**src/mps_pkg.sv**
```systemverilog
// ----------------------------------------------------------------------------
// mps_pkg: shared types and constants for the motion primitive sequencer
// Holds the action and command codes, register indexes, the sequencer state
// type and the fixed geometry constants of the drive.
// ----------------------------------------------------------------------------
package mps_pkg;

   // fixed drive geometry
   localparam int SERVO_CENTRE_US = 1500;
   localparam int ARC_STEER_US    = 300;
   localparam int ARC_RADIUS_MM   = 500;

   // pi/180 in unsigned Q0.32
   localparam logic [63:0] PI_OVER_180_Q32 = 64'd74961321;
   // radius * 16 (1/16 mm) * pi/180, the arc length scale per degree in Q.32
   localparam logic [63:0] ARC_SCALE_Q32 =
      64'(ARC_RADIUS_MM) * 64'd16 * PI_OVER_180_Q32;

   localparam int ARC_RIGHT_RAW = SERVO_CENTRE_US + ARC_STEER_US;
   localparam int ARC_LEFT_RAW  = SERVO_CENTRE_US - ARC_STEER_US;

   localparam logic [11:0] SERVO_CENTRE_VAL = 12'(SERVO_CENTRE_US);
   localparam logic [11:0] ARC_SERVO_RIGHT  =
      12'((ARC_RIGHT_RAW > 4095) ? 4095 : ARC_RIGHT_RAW);
   localparam logic [11:0] ARC_SERVO_LEFT   =
      12'((ARC_LEFT_RAW < 0) ? 0 : ARC_LEFT_RAW);

   // payload widths
   localparam int REQ_TDATA_W = 64;
   localparam int RSP_TDATA_W = 56;

   // input actions
   localparam logic [2:0] ACT_TICK     = 3'd0;
   localparam logic [2:0] ACT_STRAIGHT = 3'd1;
   localparam logic [2:0] ACT_ARC      = 3'd2;
   localparam logic [2:0] ACT_STOP     = 3'd3;
   localparam logic [2:0] ACT_CLEAR    = 3'd4;

   // drive commands
   localparam logic [2:0] CMD_NONE         = 3'd0;
   localparam logic [2:0] CMD_ALIGN_COAST  = 3'd1;
   localparam logic [2:0] CMD_LAUNCH_LINE  = 3'd2;
   localparam logic [2:0] CMD_LAUNCH_ARC   = 3'd3;
   localparam logic [2:0] CMD_SET_SPEED    = 3'd4;
   localparam logic [2:0] CMD_HALT_BRAKE   = 3'd5;
   localparam logic [2:0] CMD_COAST        = 3'd6;

   // reported mode codes
   localparam logic [2:0] MODE_CODE_IDLE    = 3'd0;
   localparam logic [2:0] MODE_CODE_ALIGN   = 3'd1;
   localparam logic [2:0] MODE_CODE_RUN     = 3'd2;
   localparam logic [2:0] MODE_CODE_BRAKE   = 3'd3;
   localparam logic [2:0] MODE_CODE_DONE    = 3'd4;
   localparam logic [2:0] MODE_CODE_TIMEOUT = 3'd5;

   // register indexes
   localparam logic [2:0] REG_COAST_ALLOW   = 3'd0;
   localparam logic [2:0] REG_APPROACH_WIN  = 3'd1;
   localparam logic [2:0] REG_CRUISE_SPEED  = 3'd2;
   localparam logic [2:0] REG_APPROACH_SPD  = 3'd3;
   localparam logic [2:0] REG_ALIGN_WAIT    = 3'd4;
   localparam logic [2:0] REG_TIMEOUT_LIMIT = 3'd5;
   localparam logic [2:0] REG_BRAKE_SETTLE  = 3'd6;
   localparam logic [2:0] REG_ALIGN_SKIP    = 3'd7;

   typedef enum logic [5:0] {
      MODE_IDLE    = 6'b000001,
      MODE_ALIGN   = 6'b000010,
      MODE_RUN     = 6'b000100,
      MODE_BRAKE   = 6'b001000,
      MODE_DONE    = 6'b010000,
      MODE_TIMEOUT = 6'b100000
   } mode_type;

   // one accepted input word, unpacked
   typedef struct packed {
      logic [2:0]         action;
      logic signed [16:0] distance_mm;
      logic [9:0]         arc_degrees;
      logic               arc_forward;
      logic               arc_right;
      logic [11:0]        servo_now_us;
      logic [21:0]        travelled_q4;
      logic [21:0]        arc_len_q4;
   } item_type;

   function automatic logic [2:0] mode_code(input mode_type m);
      logic [2:0] code;
      code = MODE_CODE_IDLE;
      unique case (m)
         MODE_IDLE:    code = MODE_CODE_IDLE;
         MODE_ALIGN:   code = MODE_CODE_ALIGN;
         MODE_RUN:     code = MODE_CODE_RUN;
         MODE_BRAKE:   code = MODE_CODE_BRAKE;
         MODE_DONE:    code = MODE_CODE_DONE;
         MODE_TIMEOUT: code = MODE_CODE_TIMEOUT;
         default:      code = MODE_CODE_IDLE;
      endcase
      return code;
   endfunction

endpackage

```
**src/motion_primitive_sequencer.sv**
```systemverilog
// ----------------------------------------------------------------------------
// motion_primitive_sequencer: drive primitive sequencer for a small robot
// Turns straight, arc, stop, clear and tick words into drive commands.
// ----------------------------------------------------------------------------
// Each request word produces exactly one response word. The block takes a
// new word every cycle unless both registers are full and the response is
// stalled. The word is unpacked, and its arc length multiply done, on its
// way into the input register. The sequencer step between the input
// register and the result register writes the response once the result
// register is empty or the response ahead of it is being taken.
// The result register stands between the sequencer and rsp_tready, so the
// request side keeps flowing while one response waits; with both registers
// full and the response stalled, req_tready drops. Configuration writes take
// effect on the following edge and are meant for idle periods only.
// Distances are held in 1/16 mm; remaining_mm is the target less the
// odometry reading, truncated toward zero to whole millimetres.
// ----------------------------------------------------------------------------
module motion_primitive_sequencer (
   input  logic                               clock,
   input  logic                               reset,
   // request channel
   input  logic                               req_tvalid,
   output logic                               req_tready,
   // [2:0] action
   input  logic [2:0]                         req_tuser,
   // [16:0] distance_mm, [26:17] arc_degrees, [27] arc_forward,
   // [28] arc_right, [40:29] servo_now_us, [62:41] travelled_q4, [63] zero
   input  logic [mps_pkg::REQ_TDATA_W-1:0]    req_tdata,
   // response channel
   output logic                               rsp_tvalid,
   input  logic                               rsp_tready,
   // [2:0] mode, [3] busy_res, [6:4] command, [18:7] speed_rpm,
   // [30:19] servo_cmd_us, [31] arc_right_out, [50:32] remaining_mm,
   // [55:51] zero
   output logic [mps_pkg::RSP_TDATA_W-1:0]    rsp_tdata,
   // configuration write port
   input  logic                               csr_we,
   input  logic [2:0]                         csr_addr,
   input  logic [15:0]                        csr_wdata
);
   import mps_pkg::*;

   // configuration registers
   logic [9:0]  coast_allow_ff;
   logic [11:0] approach_win_ff;
   logic [10:0] cruise_speed_ff;
   logic [10:0] approach_spd_ff;
   logic [7:0]  align_wait_ff;
   logic [15:0] timeout_limit_ff;
   logic [7:0]  brake_settle_ff;
   logic [9:0]  align_skip_ff;

   // sequencer state
   mode_type           mode_ff, mode_in;
   logic               arc_kind_ff, arc_kind_in;
   logic               reverse_ff, reverse_in;
   logic               curve_right_ff, curve_right_in;
   logic [11:0]        held_servo_ff, held_servo_in;
   logic signed [11:0] last_speed_ff, last_speed_in;
   logic [21:0]        target_ff, target_in;
   logic [16:0]        move_ticks_ff, move_ticks_in;
   logic [7:0]         brake_count_ff, brake_count_in;
   logic [7:0]         align_count_ff, align_count_in;

   // pipeline registers
   logic                     item_valid_ff, item_valid_in;
   item_type                 item_ff, item_in;
   logic                     rsp_valid_ff, rsp_valid_in;
   logic [RSP_TDATA_W-1:0]   rsp_data_ff, rsp_data_in;

   logic        advance;
   logic        req_take;

   // input stage signals
   logic [63:0] arc_prod;

   // step signals
   logic [2:0]         cmd;
   logic signed [11:0] speed_out;
   logic [21:0]        line_len_q4;
   logic [16:0]        line_mag;
   logic [21:0]        new_len_q4;
   logic [21:0]        coast_q4;
   logic [21:0]        new_target;
   logic [11:0]        new_servo;
   logic [11:0]        servo_diff;
   logic               skip_settle;
   logic [8:0]         align_next;
   logic [8:0]         brake_next;
   logic [16:0]        move_next;
   logic signed [22:0] run_left;
   logic signed [11:0] want_speed;
   logic signed [22:0] rem_q4;
   logic signed [22:0] rem_adj;
   logic [18:0]        rem_mm;
   logic               busy;
   logic [11:0]        servo_out;
   logic               right_out;

   // ------------------------------------------------------------------------
   // handshake: advance the input register into the result register whenever
   // the result register is empty or being emptied this cycle
   // ------------------------------------------------------------------------
   assign advance    = item_valid_ff && (!rsp_valid_ff || rsp_tready);
   assign req_tready = !item_valid_ff || advance;
   assign req_take   = req_tvalid && req_tready;
   assign rsp_tvalid = rsp_valid_ff;
   assign rsp_tdata  = rsp_data_ff;

   // ------------------------------------------------------------------------
   // input stage: unpack the word and work out the arc length, rounded half up
   // ------------------------------------------------------------------------
   always_comb begin
      arc_prod               = 64'(req_tdata[26:17]) * ARC_SCALE_Q32;
      item_in.action         = req_tuser;
      item_in.distance_mm    = $signed(req_tdata[16:0]);
      item_in.arc_degrees    = req_tdata[26:17];
      item_in.arc_forward    = req_tdata[27];
      item_in.arc_right      = req_tdata[28];
      item_in.servo_now_us   = req_tdata[40:29];
      item_in.travelled_q4   = req_tdata[62:41];
      item_in.arc_len_q4     = 22'((arc_prod + 64'h8000_0000) >> 32);
      item_valid_in          = req_take ? 1'b1 : (advance ? 1'b0 : item_valid_ff);
   end

   always_ff @(posedge clock) begin
      if (reset) begin
         item_valid_ff <= 1'b0;
      end else begin
         item_valid_ff <= item_valid_in;
      end
      if (req_take) begin
         item_ff <= item_in;
      end
   end

   // ------------------------------------------------------------------------
   // sequencer step on the registered word
   // ------------------------------------------------------------------------
   always_comb begin
      // new move: length, target less coast allowance clamped at zero
      line_mag    = item_ff.distance_mm[16] ? (17'd0 - 17'(item_ff.distance_mm))
                                            : 17'(item_ff.distance_mm);
      line_len_q4 = {1'b0, line_mag, 4'b0000};
      new_len_q4  = (item_ff.action == ACT_ARC) ? item_ff.arc_len_q4 : line_len_q4;
      coast_q4    = {8'd0, coast_allow_ff, 4'b0000};
      new_target  = (new_len_q4 > coast_q4) ? (new_len_q4 - coast_q4) : 22'd0;
      new_servo   = (item_ff.action == ACT_ARC)
                    ? (item_ff.arc_right ? ARC_SERVO_RIGHT : ARC_SERVO_LEFT)
                    : SERVO_CENTRE_VAL;
      servo_diff  = (item_ff.servo_now_us > new_servo)
                    ? (item_ff.servo_now_us - new_servo)
                    : (new_servo - item_ff.servo_now_us);
      skip_settle = (align_skip_ff != 10'd0) && (servo_diff <= {2'b00, align_skip_ff});

      // tick arithmetic
      align_next = {1'b0, align_count_ff} + 9'd1;
      brake_next = {1'b0, brake_count_ff} + 9'd1;
      move_next  = move_ticks_ff[16] ? move_ticks_ff : (move_ticks_ff + 17'd1);
      run_left   = $signed({1'b0, target_ff}) - $signed({1'b0, item_ff.travelled_q4});
      if (run_left <= $signed({7'd0, approach_win_ff, 4'b0000})) begin
         want_speed = reverse_ff ? -$signed({1'b0, approach_spd_ff})
                                 : $signed({1'b0, approach_spd_ff});
      end else begin
         want_speed = reverse_ff ? -$signed({1'b0, cruise_speed_ff})
                                 : $signed({1'b0, cruise_speed_ff});
      end

      // hold everything unless the word says otherwise
      mode_in        = mode_ff;
      arc_kind_in    = arc_kind_ff;
      reverse_in     = reverse_ff;
      curve_right_in = curve_right_ff;
      held_servo_in  = held_servo_ff;
      last_speed_in  = last_speed_ff;
      target_in      = target_ff;
      move_ticks_in  = move_ticks_ff;
      brake_count_in = brake_count_ff;
      align_count_in = align_count_ff;
      cmd            = CMD_NONE;
      speed_out      = 12'sd0;

      unique case (item_ff.action)
         ACT_STRAIGHT, ACT_ARC: begin
            // zero distance or zero angle is dropped
            if ((item_ff.action == ACT_STRAIGHT && item_ff.distance_mm != 17'sd0) ||
                (item_ff.action == ACT_ARC && item_ff.arc_degrees != 10'd0)) begin
               if (item_ff.action == ACT_ARC) begin
                  arc_kind_in    = 1'b1;
                  reverse_in     = !item_ff.arc_forward;
                  curve_right_in = item_ff.arc_right;
               end else begin
                  arc_kind_in    = 1'b0;
                  reverse_in     = item_ff.distance_mm[16];
               end
               held_servo_in  = new_servo;
               target_in      = new_target;
               align_count_in = skip_settle ? align_wait_ff : 8'd0;
               move_ticks_in  = 17'd0;
               mode_in        = MODE_ALIGN;
               cmd            = CMD_ALIGN_COAST;
            end
         end
         ACT_STOP: begin
            last_speed_in = 12'sd0;
            mode_in       = MODE_IDLE;
            cmd           = CMD_HALT_BRAKE;
         end
         ACT_CLEAR: begin
            if (mode_ff == MODE_DONE || mode_ff == MODE_TIMEOUT) begin
               mode_in = MODE_IDLE;
            end
         end
         ACT_TICK: begin
            if (mode_ff == MODE_ALIGN) begin
               if (align_next >= {1'b0, align_wait_ff}) begin
                  move_ticks_in  = 17'd0;
                  brake_count_in = 8'd0;
                  last_speed_in  = reverse_ff ? -$signed({1'b0, cruise_speed_ff})
                                              : $signed({1'b0, cruise_speed_ff});
                  mode_in        = MODE_RUN;
                  cmd            = arc_kind_ff ? CMD_LAUNCH_ARC : CMD_LAUNCH_LINE;
                  speed_out      = last_speed_in;
               end else begin
                  align_count_in = align_next[7:0];
               end
            end else if (mode_ff == MODE_RUN || mode_ff == MODE_BRAKE) begin
               move_ticks_in = move_next;
               // timeout wins over any distance test
               if (move_next > {1'b0, timeout_limit_ff}) begin
                  last_speed_in = 12'sd0;
                  mode_in       = MODE_TIMEOUT;
                  cmd           = CMD_HALT_BRAKE;
               end else if (mode_ff == MODE_RUN) begin
                  if (run_left <= 23'sd0) begin
                     last_speed_in  = 12'sd0;
                     brake_count_in = 8'd0;
                     mode_in        = MODE_BRAKE;
                     cmd            = CMD_HALT_BRAKE;
                  end else if (want_speed != last_speed_ff) begin
                     last_speed_in = want_speed;
                     cmd           = CMD_SET_SPEED;
                     speed_out     = want_speed;
                  end
               end else begin
                  if (brake_next >= {1'b0, brake_settle_ff}) begin
                     mode_in = MODE_DONE;
                     cmd     = CMD_COAST;
                  end else begin
                     brake_count_in = brake_next[7:0];
                  end
               end
            end
         end
         default: begin
            // unknown actions: no effect
         end
      endcase

      // remaining distance after the step, truncated toward zero
      rem_q4  = $signed({1'b0, target_in}) - $signed({1'b0, item_ff.travelled_q4});
      rem_adj = rem_q4[22] ? (rem_q4 + 23'sd15) : rem_q4;
      rem_mm  = rem_adj[22:4];

      busy      = (mode_in == MODE_ALIGN) || (mode_in == MODE_RUN) ||
                  (mode_in == MODE_BRAKE);
      servo_out = (cmd == CMD_ALIGN_COAST || cmd == CMD_LAUNCH_LINE ||
                   cmd == CMD_LAUNCH_ARC) ? held_servo_in : 12'd0;
      right_out = (cmd == CMD_LAUNCH_ARC) ? curve_right_in : 1'b0;

      rsp_data_in = {5'd0, rem_mm, right_out, servo_out, speed_out, cmd, busy,
                     mode_code(mode_in)};
      rsp_valid_in = advance ? 1'b1 : (rsp_tready ? 1'b0 : rsp_valid_ff);
   end

   always_ff @(posedge clock) begin
      if (reset) begin
         rsp_valid_ff   <= 1'b0;
         mode_ff        <= MODE_IDLE;
         arc_kind_ff    <= 1'b0;
         reverse_ff     <= 1'b0;
         curve_right_ff <= 1'b0;
         held_servo_ff  <= SERVO_CENTRE_VAL;
         last_speed_ff  <= 12'sd0;
         target_ff      <= 22'd0;
         move_ticks_ff  <= 17'd0;
         brake_count_ff <= 8'd0;
         align_count_ff <= 8'd0;
      end else begin
         rsp_valid_ff <= rsp_valid_in;
         if (advance) begin
            mode_ff        <= mode_in;
            arc_kind_ff    <= arc_kind_in;
            reverse_ff     <= reverse_in;
            curve_right_ff <= curve_right_in;
            held_servo_ff  <= held_servo_in;
            last_speed_ff  <= last_speed_in;
            target_ff      <= target_in;
            move_ticks_ff  <= move_ticks_in;
            brake_count_ff <= brake_count_in;
            align_count_ff <= align_count_in;
         end
      end
      if (advance) begin
         rsp_data_ff <= rsp_data_in;
      end
   end

   // ------------------------------------------------------------------------
   // configuration registers
   // ------------------------------------------------------------------------
   always_ff @(posedge clock) begin
      if (reset) begin
         coast_allow_ff   <= 10'd15;
         approach_win_ff  <= 12'd150;
         cruise_speed_ff  <= 11'd300;
         approach_spd_ff  <= 11'd100;
         align_wait_ff    <= 8'd30;
         timeout_limit_ff <= 16'd3000;
         brake_settle_ff  <= 8'd20;
         align_skip_ff    <= 10'd10;
      end else if (csr_we) begin
         unique case (csr_addr)
            REG_COAST_ALLOW:   coast_allow_ff   <= csr_wdata[9:0];
            REG_APPROACH_WIN:  approach_win_ff  <= csr_wdata[11:0];
            REG_CRUISE_SPEED:  cruise_speed_ff  <= csr_wdata[10:0];
            REG_APPROACH_SPD:  approach_spd_ff  <= csr_wdata[10:0];
            REG_ALIGN_WAIT:    align_wait_ff    <= csr_wdata[7:0];
            REG_TIMEOUT_LIMIT: timeout_limit_ff <= csr_wdata;
            REG_BRAKE_SETTLE:  brake_settle_ff  <= csr_wdata[7:0];
            REG_ALIGN_SKIP:    align_skip_ff    <= csr_wdata[9:0];
            default: begin
            end
         endcase
      end
   end

`ifndef SYNTHESIS
   // a stalled word in the input register is never dropped
   a_item_held: assert property (@(posedge clock) disable iff (reset)
      item_valid_ff && !advance |=> item_valid_ff)
      else $error("input word lost while stalled");

   // every step lands in the result register
   a_step_lands: assert property (@(posedge clock) disable iff (reset)
      advance |=> rsp_valid_ff)
      else $error("step result not captured");

   // a launch only ever comes out of the align state
   a_launch_from_align: assert property (@(posedge clock) disable iff (reset)
      advance && (cmd == CMD_LAUNCH_LINE || cmd == CMD_LAUNCH_ARC)
      |-> mode_ff == MODE_ALIGN)
      else $error("launch outside align");

   // braking always comes with a zero held speed
   a_brake_speed: assert property (@(posedge clock) disable iff (reset)
      advance && cmd == CMD_HALT_BRAKE |=> last_speed_ff == 12'sd0)
      else $error("speed held after halt");
`endif

endmodule
```
**config.mk**
```make
export PLATFORM = sky130hd
export DESIGN_NAME = motion_primitive_sequencer
export DESIGN_NICKNAME = d
export VERILOG_FILES = /design/src/mps_pkg.sv /design/src/motion_primitive_sequencer.sv
export SDC_FILE = /design/constraint.sdc
export NUM_CORES = 1
export LEC_CHECK = 0
export ABC_CLOCK_PERIOD_IN_PS = 9700
export BUFFER_PORTS_ARGS = -buffer_cell sky130_fd_sc_hd__buf_2
export CORE_AREA = 2 2 212 266
export CTS_CLUSTER_DIAMETER = 60
export DETAILED_ROUTE_END_ITERATION = 12
export DIE_AREA = 0 0 214 268
export PLACE_DENSITY_LB_ADDON = 0.15
export SYNTH_ARGS = -nofsm -noshare
export SYNTH_HDL_FRONTEND = slang
export SYNTH_SLANG_ARGS = --single-unit
```
**constraint.sdc**
```tcl
create_clock -name clock -period 9.7 [get_ports clock]
set_input_delay 2.91 -clock clock [delete_from_list [all_inputs] [get_ports clock]]
set_output_delay 2.91 -clock clock [all_outputs]
set_load 0.01 [all_outputs]
```
* Word-level counts from Yosys, hierarchy flattened
Cells that the tools add are included.
** Operators by class
- Add/subtract/negate cells :: 13
- Multipliers :: 1
- Divide/modulo/power cells :: 0
- Magnitude comparators :: 8
- Eq/ne operators :: 36
- Shift-type cells :: 0
- Mux-type cells :: 78
- Bitwise logic cells :: 0
- Reductions and logical operators :: 41
** Operators by type and width (count)
- 12-bit 2-to-1 mux :: 20
- 22-bit 2-to-1 mux :: 5
- 17-bit 2-to-1 mux :: 6
- 8-bit 2-to-1 mux :: 11
- 6-bit 2-to-1 mux :: 9
- 50-bit by 32-bit adder with 51-bit output (second input constant) :: 1
- 22-bit by 22-bit subtractor with 23-bit output :: 2
- 10-bit by 34-bit multiplier with 44-bit output (second input constant) :: 1
- 17-bit case mux with 2 select lines :: 1
- 11-bit negation with 12-bit output :: 2
- 12-bit case mux with 2 select lines :: 1
- 6-bit case mux with 4 select lines :: 1
- 23-bit by 5-bit adder with 23-bit output (second input constant) :: 1
- 23-bit by 1-bit less-or-equal comparator with 1-bit output (second input constant) :: 1
- 23-bit by 17-bit less-or-equal comparator with 1-bit output :: 1
- 22-bit by 14-bit greater-than comparator with 1-bit output :: 1
- 22-bit by 14-bit subtractor with 22-bit output :: 1
- 3-bit 2-to-1 mux :: 7
- 10-bit 2-to-1 mux :: 2
- 10-bit nonzero test :: 2
- 8-bit by 1-bit adder with 9-bit output (second input constant) :: 2
- 3-bit by 2-bit == test with 1-bit output (second input constant) :: 6
- 9-bit by 8-bit greater-or-equal comparator with 1-bit output :: 2
- 17-bit by 1-bit adder with 17-bit output (second input constant) :: 1
- 37 further kinds :: 90
** Word-level totals
- Register bits :: 315
- Bits in latches :: 0
- RAM bits :: 0
- Memory bits (read-only) :: 0
- Input port bits :: 91
- Output and inout bits :: 58
- Memories :: 0

* Longest topological paths before layout
- Word-level depth :: 14
- Depth in mapped cells :: 37
- Depth with buffers taken out :: 32

* Least setup slack after synthesis
OpenSTA, ideal clock, no wires.
- Path type :: input to register
- Start point :: input req_tdata[24] (netlist bit)
- End point :: register item_ff[16] (netlist bit) (data pin)
- Library setup time :: 0.262 ns
- Arrival :: 8.452 ns
- Required time :: 9.438 ns
- Slack :: 0.986 ns
- Cell stages on the path :: 20
- Cells stage by stage :: fa_1 -> inv_1 -> fa_1 -> inv_1 -> fa_1 -> fa_1 -> ha_1 -> ha_1 -> a21o_1 -> a21oi_1 -> o221ai_1 -> a221o_1 -> a41o_1 -> xor2_1 -> nand4_1 -> nand4b_1 -> nor4b_1 -> nor4bb_1 -> and3_1 -> xor2_1
** RTL lines
- start: declaration :: RTL line motion_primitive_sequencer.sv:28 : input logic [mps_pkg::REQ_TDATA_W-1:0] req_tdata,
- end signal: assignment :: RTL line motion_primitive_sequencer.sv:133 : item_ff <= item_in;
- end: declaration :: RTL line motion_primitive_sequencer.sv:67 : item_type item_ff, item_in;

==> impl_metrics.yaml <==
final_layout:
  final_area_um2: 27100
  area_delta_synth_final_pct: 11.1
  layout-drive-gt1-share_pct: 10.2
  instances_no_fill: 3631
  layout_commonest_cell: "nand2_1"
  num-nets-final: 3279
  layout_common_cells: "276 x nand2_1, 268 x inv_1, 250 x ha_1"
synth:
  async_reset_ff_share_pct: 0
  yosys_warnings: 0
  synthCells: 2766
  syn_area_per_cell_um2: 8.81
  synth_top_flop_cell: "dfxtp_1"
  ys_seq_elements: 312
  yosysSeqAreaShare_pct: 31.2
  synth_edf_count: 136
  synth.distinct_cells: 104
  synth_area_um2: 24400
timing:
  setup_viol: 0
  hold_viol_final: 0
  finClkSkew_ns: 0.0287
  fin_crit_sh_pct: 92.1
  tns_ns: 0
  rsz0062_at_grt: "false"
  drv_slew: 0
  relSlewSlack_pct: 23.6
  min_period_ns: 8.94
  worstMarginPinSlew_ns: 1.14
  worst_slack_ns: 0.762
  fmaxAchievable_mhz: 112
global_routing:
  grt_pass1_vias: 20944
  overflow: 0
  antenna_found_initial: 5
  track_usage_pct: 24.2
  grt_pass1_wl_um: 111000
  grt_max_degree: 91
clock_tree:
  h-tree-depth: 2
  post_cts_buffers: 0
  clock_sinks: 312
  post_cts_resized: 0
  cts_root_buf: "clkbuf_16"
  cts-buffers-inserted: 38
  clk_latency_ns: 0.56
  cts_tree: "yes"
  clockBufferDepth: 3
  clk_pin_slew_ns: 0.06
  hold_buffers: 0
die:
  design.die.area_um2: 57400
  io_pins: 149
  die_h_um: 268
  die_x_um: 214
  initial_core_util_pct: 44.6
  num_rows: 96
  core_area_um2: 54700
power:
  p_switching_mw: 1.82
  peakVddDrop_v: 0.000324
  switching_share_pct: 35.8
  comb_power_share_pct: 40.6
  p_clk_share_pct: 29.0
  seqPwrFrac_pct: 30.4
  cellLeakagePower_nw: 11.8
  power.internal_mw: 3.26
  power.density_nw_per_um2: 188
min_path:
  hold_start: "held_servo_ff[10]"
  hold_path_class: "reg2reg"
place:
  placedCellCount: 3560
  place_hpwl_um: 53400
  pre_cts_ws_ns: 0.242
  dpl_cell_area_um2: 25800
  place_congestion: 0.921
  io_buffer_count: 142
setup_path:
  critPathSlowestCell: "fa_1"
  r2r_slack_ns: 1.01
  slowest_delay_ns: 0.69
  critical_path.startpoint_type: "input port"
  required_ns: 9.99
  path_cells: "buf_2 > fa_1 > inv_1 > fa_1 > inv_1 > fa_1 > fa_1 > ha_1 > ha_1 > a21o_1 > a21oi_1 > o221ai_1 > a221o_1 > a41o_1 > xor2_1 > nand4_1 > nand4b_1 > nor4b_1 > nor4bb_1 > and3_1 > xor2_1"
  path_max_fanout: 4
  crit_arrival_ns: 9.23
  cpMostUsedCell: "fa_1"
  crit_path_start: "req_tdata[24]"
  r2r_start: "item_ff[86]"
  path_class: "in2reg"
  cp-end-kind: "flip-flop"
detailed_routing:
  wire_per_inst_um: 19.1
  drt-initial-drc-count: 1339
  viasPerCell: 5.66
  routed_wl_um: 69400
  ant_nets: 0
  first_pass_iters: 6
  via_count: 20540
  drc: 0
run:
  drv_cap: 0
outcome:
  status: "completed"
[flip-flops by register name, indices dropped and copies added, names as in the netlist]
name	flops
rsp_tdata	51
last_speed_ff	12
item_ff	85
align_count_ff	8
target_ff	22
item_valid_ff	1
coast_allow_ff	10
brake_count_ff	8
mode_ff	6
reverse_ff	1
align_wait_ff	8
move_ticks_ff	17
held_servo_ff	12
timeout_limit_ff	16
rsp_tvalid	1
approach_spd_ff	11
approach_win_ff	12
brake_settle_ff	8
cruise_speed_ff	11
arc_kind_ff	1
curve_right_ff	1
align_skip_ff	10
[routing by layer]
| layer | track usage, % | vias up | wire length (um) |
|---|---|---|---|
| met3 | 3.16 | 129 | 2600 |
| li1 | - | 9977 | - |
| met1 | 28.1 | 9968 | 28600 |
| met5 | 0 | - | 54 |
| met2 | 45.5 | 458 | 35900 |
| met4 | 8.73 | 8 | 2240 |
[final timing paths]
kind                                           to  cells after the start
worst min-delay path            held_servo_ff[10]                      1
worst min register to register  held_servo_ff[10]                      1
worst max register to register  align_count_ff[0]                     27
worst max-delay path                  item_ff[16]                     21
[critical path: cells and delay by family]
family          cells  cell delay (ns)
buf+inv             3             0.32
fa+ha+maj           6             2.85
simple gates        5             1.62
xor+xnor            2             0.29
compound gates      5             1.22
[cell type report]
class | instances | area, um2
inverter | 270 | 1010
multi-input combinational | 2066 | 15300
clock buffer | 55 | 1130
antenna | 1 | 2.50
fill | 5181 | 27600
tap | 735 | 920
clock inverter | 15 | 164
sequential | 312 | 7610
timing repair buffer | 177 | 976
[per-stage QoR]
step | power, mW | hold WS (ns) | util, %
after global routing | 5.44 | 0.475 | 49.6
after CTS | 5.13 | 0.448 | 49.6
final | 5.08 | 0.449 | 49.6
after detailed placement | 3.63 | 0.429 | 47.2
after floorplan | 3.07 | 0.416 | -
after global placement | 3.60 | 0.430 | 47.2
[synthesized netlist by cell type (23+ instances only)]
library cell / n / share of area (%)
nor3_1: 46 / 0.94
nand2_1: 276 / 4.2
fa_1: 73 / 6.0
clkbuf_1: 82 / 1.3
o211ai_1: 29 / 0.89
nand2b_1: 30 / 0.77
o21a_1: 31 / 0.95
edfxtp_1: 136 / 17
a21oi_1: 164 / 3.4
a211oi_1: 24 / 0.74
xnor2_1: 98 / 3.5
and3_1: 34 / 0.87
dfxtp_1: 176 / 14
nor2_1: 217 / 3.3
nand3_1: 72 / 1.5
xor2_1: 82 / 2.9
a21o_1: 46 / 1.4
ha_1: 250 / 13
o21ai_0: 114 / 2.3
nor2b_1: 32 / 0.82
inv_1: 269 / 4.1
a22o_1: 23 / 0.83
nand4_1: 40 / 1.0
mux2i_1: 33 / 1.4
[power by group through the flow]
stage	sequential, mW	combinational (mW)	clock [mW]
2_1_floorplan	1.56	1.50	0
5_1_grt	1.55	2.34	1.55
4_1_cts	1.55	2.07	1.51
3_3_place_gp	1.57	2.02	0
3_5_place_dp	1.57	2.06	0
6_report	1.55	2.06	1.47
[cell families after synthesis]
logic type      count (synthesis)  synth area share [%]
compound gates                640                  17.8
xor+xnor                      182                  6.65
fa+ha+maj                     324                  18.9
buf+inv                       392                  6.30
flops                         312                  31.2
mux                            38                  1.60
other cells                     1                0.0154
simple gates                  877                  17.6
No activity file was read; power rests on OpenSTA's default activity.
